[config.mk]
export PLATFORM = sky130hd
export DESIGN_NAME = line_rasterizer_core
export DESIGN_NICKNAME = d
export VERILOG_FILES = /design/src/rtl/core/lr_pkg.sv /design/src/rtl/core/lr_front.sv /design/src/rtl/core/lr_queue.sv /design/src/rtl/core/lr_back.sv /design/src/rtl/core/line_rasterizer_core.sv
export VERILOG_INCLUDE_DIRS = /design/src /design/src/rtl/core
export SDC_FILE = /design/constraint.sdc
export NUM_CORES = 1
export LEC_CHECK = 0
export BUFFER_PORTS_ARGS = -buffer_cell sky130_fd_sc_hd__buf_2
export CAP_MARGIN = 20
export CELL_PAD_IN_SITES_DETAIL_PLACEMENT = 0
export CELL_PAD_IN_SITES_GLOBAL_PLACEMENT = 2
export CORE_MARGIN = 4
export CORE_UTILIZATION = 30
export CTS_BUF_LIST = sky130_fd_sc_hd__clkbuf_8
export DETAILED_ROUTE_END_ITERATION = 8
export GPL_TIMING_DRIVEN = 1
export HOLD_SLACK_MARGIN = 0.12
export PLACE_DENSITY_LB_ADDON = 0.1
export SYNTH_ARGS = -nofsm -noshare
export SYNTH_HDL_FRONTEND = slang
export SYNTH_HIERARCHICAL = 1
export SYNTH_SLANG_ARGS = --single-unit
[constraint.sdc]
create_clock -name i_clk -period 22.2 [get_ports i_clk]
set_clock_uncertainty 0.05 [all_clocks]
set_input_delay 3.33 -clock i_clk [delete_from_list [all_inputs] [get_ports i_clk]]
set_output_delay 3.33 -clock i_clk [all_outputs]
set_load 0.05 [all_outputs]
[src/rtl/core/line_rasterizer_core_macros.svh]
// ----------------------------------------------------------------------------
// line_rasterizer_core_macros.svh
// Assertion macros shared by the line rasterizer core modules.
// ----------------------------------------------------------------------------
`ifndef LINE_RASTERIZER_CORE_MACROS_SVH
`define LINE_RASTERIZER_CORE_MACROS_SVH

`ifndef ASSERT_OFF

// Checked property, disabled while reset is asserted (active-low reset).
`define LR_ASSERT(lbl, clk, rst_n, prop) \
    lbl: assert property (@(posedge clk) disable iff (!(rst_n)) (prop)) \
        else $error("line_rasterizer_core assertion failed");

// Checked property, also evaluated during reset.
`define LR_ASSERT_ALWAYS(lbl, clk, prop) \
    lbl: assert property (@(posedge clk) (prop)) \
        else $error("line_rasterizer_core assertion failed");

`else

`define LR_ASSERT(lbl, clk, rst_n, prop)
`define LR_ASSERT_ALWAYS(lbl, clk, prop)

`endif

`endif

[src/rtl/core/lr_pkg.sv]
// ----------------------------------------------------------------------------
// lr_pkg
// Shared constants, types and helpers of the line rasterizer core.
// ----------------------------------------------------------------------------
package lr_pkg;

    localparam int GRID_SIDE = 64;
    localparam int COORD_W   = 6;
    // signed error term: holds -(GRID_SIDE-1) .. GRID_SIDE-1 with headroom
    localparam int ERR_W     = COORD_W + 2;

    localparam logic [COORD_W-1:0] COORD_MAX = COORD_W'(GRID_SIDE - 1);

    typedef logic [COORD_W-1:0]      t_coord;
    typedef logic signed [ERR_W-1:0] t_err;

    // One classified segment, ready for stepping.
    typedef struct packed {
        logic   steep;     // y is the major axis
        logic   step_neg;  // minor coordinate decreases
        t_coord maj0;      // first major coordinate
        t_coord min0;      // first minor coordinate
        t_coord dmaj;      // major span
        t_coord dmin;      // minor span
    } t_seg_cmd;

    function automatic t_coord clamp_coord(input t_coord v);
        clamp_coord = (v > COORD_MAX) ? COORD_MAX : v;
    endfunction

    function automatic t_coord span_of(input t_coord a, input t_coord b);
        span_of = (a > b) ? (a - b) : (b - a);
    endfunction

endpackage

[src/rtl/core/lr_front.sv]
// ----------------------------------------------------------------------------
// lr_front
// Classifies an incoming segment: clamps endpoints, picks the major axis,
// orders the endpoints along it and computes spans and step direction.
// ----------------------------------------------------------------------------
module lr_front (
    input  lr_pkg::t_coord   i_start_x,
    input  lr_pkg::t_coord   i_start_y,
    input  lr_pkg::t_coord   i_end_x,
    input  lr_pkg::t_coord   i_end_y,
    output lr_pkg::t_seg_cmd o_cmd
);
    import lr_pkg::*;

    t_coord ax, ay, bx, by;
    t_coord maj_a, min_a, maj_b, min_b;
    t_coord maj0, min0, maj1, min1;
    logic   steep;

    always_comb begin
        ax = clamp_coord(i_start_x);
        ay = clamp_coord(i_start_y);
        bx = clamp_coord(i_end_x);
        by = clamp_coord(i_end_y);

        // equal spans stay x-major
        steep = span_of(by, ay) > span_of(bx, ax);

        maj_a = steep ? ay : ax;
        min_a = steep ? ax : ay;
        maj_b = steep ? by : bx;
        min_b = steep ? bx : by;

        if (maj_a > maj_b) begin
            maj0 = maj_b;
            min0 = min_b;
            maj1 = maj_a;
            min1 = min_a;
        end else begin
            maj0 = maj_a;
            min0 = min_a;
            maj1 = maj_b;
            min1 = min_b;
        end

        o_cmd.steep    = steep;
        o_cmd.step_neg = (min1 < min0);
        o_cmd.maj0     = maj0;
        o_cmd.min0     = min0;
        o_cmd.dmaj     = maj1 - maj0;
        o_cmd.dmin     = span_of(min1, min0);
    end

endmodule

[src/rtl/core/lr_queue.sv]
// ----------------------------------------------------------------------------
// lr_queue
// Two-entry command queue between the classifier and the stepper.
// ----------------------------------------------------------------------------
module lr_queue (
    input  logic             i_clk,
    input  logic             i_rst_n,
    input  logic             i_push_valid,
    output logic             o_push_ready,
    input  lr_pkg::t_seg_cmd i_push_cmd,
    output logic             o_pop_valid,
    input  logic             i_pop_ready,
    output lr_pkg::t_seg_cmd o_pop_cmd
);
    import lr_pkg::*;

    `include "line_rasterizer_core_macros.svh"

    localparam logic [1:0] DEPTH = 2'd2;

    t_seg_cmd   r_slot [2];
    logic       r_wr_ptr, n_wr_ptr;
    logic       r_rd_ptr, n_rd_ptr;
    logic [1:0] r_count, n_count;
    logic       push, pop;

    assign o_push_ready = (r_count != DEPTH);
    assign o_pop_valid  = (r_count != 2'd0);
    assign o_pop_cmd    = r_slot[r_rd_ptr];

    assign push = i_push_valid && o_push_ready;
    assign pop  = o_pop_valid && i_pop_ready;

    always_comb begin
        n_wr_ptr = push ? ~r_wr_ptr : r_wr_ptr;
        n_rd_ptr = pop  ? ~r_rd_ptr : r_rd_ptr;
        n_count  = r_count;
        if (push && !pop) begin
            n_count = r_count + 2'd1;
        end else if (pop && !push) begin
            n_count = r_count - 2'd1;
        end
    end

    always_ff @(posedge i_clk) begin
        if (!i_rst_n) begin
            r_wr_ptr <= 1'b0;
            r_rd_ptr <= 1'b0;
            r_count  <= 2'd0;
        end else begin
            r_wr_ptr <= n_wr_ptr;
            r_rd_ptr <= n_rd_ptr;
            r_count  <= n_count;
        end
    end

    always_ff @(posedge i_clk) begin
        if (push) begin
            r_slot[r_wr_ptr] <= i_push_cmd;
        end
    end

    `LR_ASSERT(a_count_bound, i_clk, i_rst_n, r_count <= DEPTH)
    `LR_ASSERT(a_ptr_match, i_clk, i_rst_n, ((r_count == 2'd0) || (r_count == DEPTH)) |-> (r_wr_ptr == r_rd_ptr))

endmodule

[src/rtl/core/lr_back.sv]
// ----------------------------------------------------------------------------
// lr_back
// Bresenham stepper: takes one classified segment at a time and emits one
// pixel per cycle into a registered output stage while the output is taken.
// ----------------------------------------------------------------------------
module lr_back (
    input  logic             i_clk,
    input  logic             i_rst_n,
    input  logic             i_cmd_valid,
    output logic             o_cmd_ready,
    input  lr_pkg::t_seg_cmd i_cmd,
    output logic             o_valid,
    input  logic             i_ready,
    output lr_pkg::t_coord   o_pixel_x,
    output lr_pkg::t_coord   o_pixel_y,
    output logic             o_last_pixel
);
    import lr_pkg::*;

    `include "line_rasterizer_core_macros.svh"

    logic     r_busy, n_busy;
    t_seg_cmd r_cmd;
    t_coord   r_k;
    t_coord   r_minor;
    t_err     r_err;
    logic     r_out_valid;
    t_coord   r_px, r_py;
    logic     r_last;

    logic     step_en, load_en, last_step;
    t_coord   major;
    t_err     err_sub;
    t_err     n_err;
    t_coord   n_minor;

    assign o_cmd_ready = !r_busy;
    assign load_en     = !r_busy && i_cmd_valid;
    assign step_en     = r_busy && (!r_out_valid || i_ready);

    always_comb begin
        major     = r_cmd.maj0 + r_k;
        last_step = (r_k == r_cmd.dmaj);
        err_sub   = r_err - t_err'({2'b00, r_cmd.dmin});
        n_err     = err_sub;
        n_minor   = r_minor;
        if (err_sub < 0) begin
            n_minor = r_cmd.step_neg ? (r_minor - 1'b1) : (r_minor + 1'b1);
            n_err   = err_sub + t_err'({2'b00, r_cmd.dmaj});
        end
        n_busy = r_busy;
        if (load_en) begin
            n_busy = 1'b1;
        end else if (step_en && last_step) begin
            n_busy = 1'b0;
        end
    end

    always_ff @(posedge i_clk) begin
        if (!i_rst_n) begin
            r_busy      <= 1'b0;
            r_out_valid <= 1'b0;
        end else begin
            r_busy <= n_busy;
            if (step_en) begin
                r_out_valid <= 1'b1;
            end else if (i_ready) begin
                r_out_valid <= 1'b0;
            end
        end
    end

    always_ff @(posedge i_clk) begin
        if (load_en) begin
            r_cmd   <= i_cmd;
            r_k     <= '0;
            r_minor <= i_cmd.min0;
            r_err   <= t_err'({2'b00, i_cmd.dmaj >> 1});
        end else if (step_en) begin
            r_k     <= r_k + 1'b1;
            r_minor <= n_minor;
            r_err   <= n_err;
        end
        if (step_en) begin
            r_px   <= r_cmd.steep ? r_minor : major;
            r_py   <= r_cmd.steep ? major : r_minor;
            r_last <= last_step;
        end
    end

    assign o_valid      = r_out_valid;
    assign o_pixel_x    = r_px;
    assign o_pixel_y    = r_py;
    assign o_last_pixel = r_last;

    `LR_ASSERT(a_k_in_span, i_clk, i_rst_n, r_busy |-> (r_k <= r_cmd.dmaj))
    `LR_ASSERT(a_err_nonneg, i_clk, i_rst_n, r_busy |-> (r_err >= 0))
    `LR_ASSERT(a_last_ends_seg, i_clk, i_rst_n, (step_en && last_step) |=> (!r_busy && r_out_valid && r_last))

endmodule

[src/rtl/core/line_rasterizer_core.sv]
// ----------------------------------------------------------------------------
// line_rasterizer_core
// Bresenham line rasterizer: segment in, one pixel per unstalled cycle out.
// ----------------------------------------------------------------------------
// A segment is classified combinationally on acceptance and placed in a
// two-entry queue; the stepper then emits its pixels in ascending order of
// the major coordinate, one per clock while the output is taken, with the
// final pixel flagged by o_last_pixel. A segment with major span d yields
// d+1 pixels; the stepper loads the segment first and then steps its
// pixels one at a time, and it takes no new segment until the final pixel
// of the current one has been stepped. Coordinates above the edge of the
// 64x64 grid are clamped to it. Up to two segments are held while the
// stepper is busy.
module line_rasterizer_core (
    input  logic           i_clk,
    input  logic           i_rst_n,
    input  logic           i_valid,
    output logic           o_ready,
    input  lr_pkg::t_coord i_start_x,
    input  lr_pkg::t_coord i_start_y,
    input  lr_pkg::t_coord i_end_x,
    input  lr_pkg::t_coord i_end_y,
    output logic           o_valid,
    input  logic           i_ready,
    output lr_pkg::t_coord o_pixel_x,
    output lr_pkg::t_coord o_pixel_y,
    output logic           o_last_pixel
);
    import lr_pkg::*;

    t_seg_cmd front_cmd;
    t_seg_cmd q_cmd;
    logic     q_valid;
    logic     q_ready;

    lr_front u_front (
        .i_start_x (i_start_x),
        .i_start_y (i_start_y),
        .i_end_x   (i_end_x),
        .i_end_y   (i_end_y),
        .o_cmd     (front_cmd)
    );

    lr_queue u_queue (
        .i_clk        (i_clk),
        .i_rst_n      (i_rst_n),
        .i_push_valid (i_valid),
        .o_push_ready (o_ready),
        .i_push_cmd   (front_cmd),
        .o_pop_valid  (q_valid),
        .i_pop_ready  (q_ready),
        .o_pop_cmd    (q_cmd)
    );

    lr_back u_back (
        .i_clk        (i_clk),
        .i_rst_n      (i_rst_n),
        .i_cmd_valid  (q_valid),
        .o_cmd_ready  (q_ready),
        .i_cmd        (q_cmd),
        .o_valid      (o_valid),
        .i_ready      (i_ready),
        .o_pixel_x    (o_pixel_x),
        .o_pixel_y    (o_pixel_y),
        .o_last_pixel (o_last_pixel)
    );

endmodule
==> flow_metrics.env <==
export IMPL_status="finished clean"
export IMPL_slowest_stage="a32oi_2"
export IMPL_clock_sink_count=112
export IMPL_drive_gt1_share_pct=16.5
export IMPL_finalCritPeriodShare_pct=56.0
export IMPL_clk_pin_slew_ns=0.12
export IMPL_fin_nets=891
export IMPL_fin_crit_ns=12.43
export IMPL_finalHoldViolCount=0
export IMPL_area_growth_pct=8.97
export IMPL_relSlewSlack_pct=53.0
export IMPL_synth_area_leaders="edfxtp_1 (37%), ha_1 (10%), mux2_2 (5.0%), dfxtp_1 (4.1%), xnor2_1 (3.8%)"
export IMPL_yosys_area_top_type="edfxtp_1"
export IMPL_start_util_pct=30.8
export IMPL_cts_setup_buffers=0
export IMPL_critPathCaptureType="register"
export IMPL_cts_hold_fix_buffers=0
export IMPL_cts_repair_resized=0
export IMPL_finalMaxSlewViolations=0
export IMPL_synth_cell_type_count=81
export IMPL_synthCells=774
export IMPL_crit_path_max_incr_delay_ns=0.49
export IMPL_synth_edf_count=96
export IMPL_crit_buf_inv=7
export IMPL_gp_congestion=0.795
export IMPL_met2_usage_pct=24.2
export IMPL_timing_hold_worst_class="reg2reg"
export IMPL_antenna_found_initial=0
export IMPL_io_pins=43
export IMPL_fmax_mhz=80.5
export IMPL_fill_cells=2621
export IMPL_grt_max_degree=39
export IMPL_syn_area_per_cell_sq_um=10.1
export IMPL_cts_tree="done"
export IMPL_diodes=0
export IMPL_ys_flop_type="edfxtp_1"
export IMPL_crit_type="in2reg"
export IMPL_crit_top_cell="ha_1"
export IMPL_drt_iter0_markers=276
export IMPL_setup_violations=0
export IMPL_ys_ff_latch=112
export IMPL_grt_pass1_wl_um=30600
export IMPL_arrival_ns=12.53
export IMPL_core_area_sq_um=25500
export IMPL_cts_buffer_depth=2
export IMPL_start_kind="primary input"
export IMPL_gr_usage_met1_pct=17.5
export IMPL_synth_top_area_share_pct=36.7
export IMPL_yosys_cell_count_top_type="edfxtp_1"
export IMPL_grtUsageMet3_pct=1.65
export IMPL_firstDrtPassIters=4
export IMPL_maxCapViolations=0
export IMPL_drtAntennaViolNets=0
export IMPL_numCtsBuffers=9
export IMPL_critical_path_required_ns=22.30
export IMPL_drc_errors=0
export IMPL_gr_total_overflow=0
export IMPL_dieHeight_um=170
export IMPL_critPathTopFamily="compound AO/OA/AOI/OAI gates"
export IMPL_worst_slew_pin_slew_ns=0.705
export IMPL_routed_wl_um=19400
export IMPL_async_flop_share_pct=0
export IMPL_fp_dieArea_sq_um=28800
export IMPL_tns_ns=0
export IMPL_synth_nets=875
export IMPL_place_port_buffers=42
export IMPL_insertion_delay_ns=0.38
export IMPL_rsz0062_at_grt="no"
export IMPL_fp_row_count=58
export IMPL_dp_hpwl_um=15700
export IMPL_yosys_warnings=6
export IMPL_worstPathMaxFanout=38
export IMPL_synthTopCellsByCount="edfxtp_1 (96), inv_1 (72), ha_1 (65)"
export IMPL_ctsRootBufferMaster="clkbuf_8"
export IMPL_wl_per_cell_um=17.2
export IMPL_grtUsageTotal_pct=13.6
export IMPL_dieWidth_um=170
export IMPL_via_per_inst=4.88
export IMPL_via_count=5494
export IMPL_syn_area_sq_um=7850
export IMPL_cts_max_level=3
export IMPL_ys_seq_area_share_pct=40.8
export IMPL_grt_pass1_vias=5561
export IMPL_top_usage_layer="met2"
[sequential cells by signal (all words and copies together), names as in the netlist, named ones only]
register / flops
u_queue/r_wr_ptr: 1
u_back/o_pixel_y: 6
u_back/r_busy: 1
u_back/r_k: 6
u_back/r_err: 8
u_back/r_minor: 6
u_back/o_pixel_x: 6
u_back/r_cmd: 20
u_back/o_valid: 1
u_queue/r_slot: 52
u_back/o_last_pixel: 1
u_queue/r_rd_ptr: 1
u_queue/r_count: 2
[per-layer routing]
metal	routed length, um	up-vias	part of all wire [%]
li1	-	2767	-
met1	8960	2627	46
met2	9670	84	50
met3	500	16	2.6
met4	243	0	1.3
met5	0	-	0
[cell type report]
class / instances / area, sq um / area share, %
multi-input cells: 542 / 4170 / 48.8
flip-flops and latches: 112 / 3200 / 37.4
well taps: 330 / 413 / 4.83
inverters: 76 / 285 / 3.33
repair buffers: 49 / 283 / 3.31
clock buffers: 9 / 124 / 1.45
clock inverters: 7 / 73.8 / 0.863
[worst min-delay path, delay by kind of cell (launching register included)]
family	cells	cell delay, ns
flops	1	0.35
simple gates	1	0.07
compound gates	1	0.05
[logic make-up (layout without fill, tap and decap cells)]
logic type,Yosys count,in the layout,share of synthesized area (%)
buffers and inverters,120,141,6.15
DFF,112,112,40.8
adders and majority gates,73,73,12.4
muxes,63,63,8.67
xor gates and xnor gates,51,51,5.69
AOI/OAI and AO/OA,183,183,15.9
and+or+nand+nor,172,172,10.4
[cell usage in the layout, fill, tap and decap left out, types with 8 or more instances in the layout]
cell type | Yosys | layout
nand3_1 | 8 | 8
a21o_1 | 10 | 10
nand2_1 | 46 | 46
xnor2_1 | 34 | 34
a21oi_1 | 55 | 55
fa_1 | 8 | 8
nor2b_1 | 11 | 11
o21ai_1 | 11 | 11
inv_1 | 72 | 72
o21ai_0 | 35 | 35
dfxtp_1 | 16 | 16
mux2i_1 | 26 | 26
clkbuf_8 | 0 | 9
ha_1 | 65 | 65
nor2_1 | 60 | 60
nor3_1 | 12 | 12
mux2_2 | 35 | 35
buf_2 | 8 | 42
edfxtp_1 | 96 | 96
xor2_1 | 17 | 17
a211oi_1 | 9 | 9
[worst paths after layout]
kind | slack [ns] | from | depth (start not counted) | end
setup / recovery | 9.77 | i_end_x[1] | 45 | u_queue/r_slot[0][5]
hold / removal | 0.45 | u_back/r_err[5] | 2 | u_back/r_err[5]
setup reg to reg | 19.44 | u_back/r_cmd[0] | 12 | u_back/r_err[6]
hold reg to reg | 0.45 | u_back/r_err[5] | 2 | u_back/r_err[5]
[metrics by stage]
stage / setup WS (ns) / utilization, % / hold WS (ns) / instance area, sq um / std cells
floorplan: 10.71 / - / 0.394 / 7850 / 774
global placement: 9.64 / 32.7 / 0.417 / 8330 / 1108
detailed placement: 9.38 / 32.8 / 0.433 / 8360 / 1109
CTS: 9.82 / 33.6 / 0.451 / 8550 / 1125
global route: 9.01 / 33.6 / 0.466 / 8550 / 1125
finish: 9.77 / 33.6 / 0.451 / 8550 / 1125
Power is left out: the tool's default activity adds up to more than one toggle a clock period on the data nets, which glitch-free logic cannot reach.
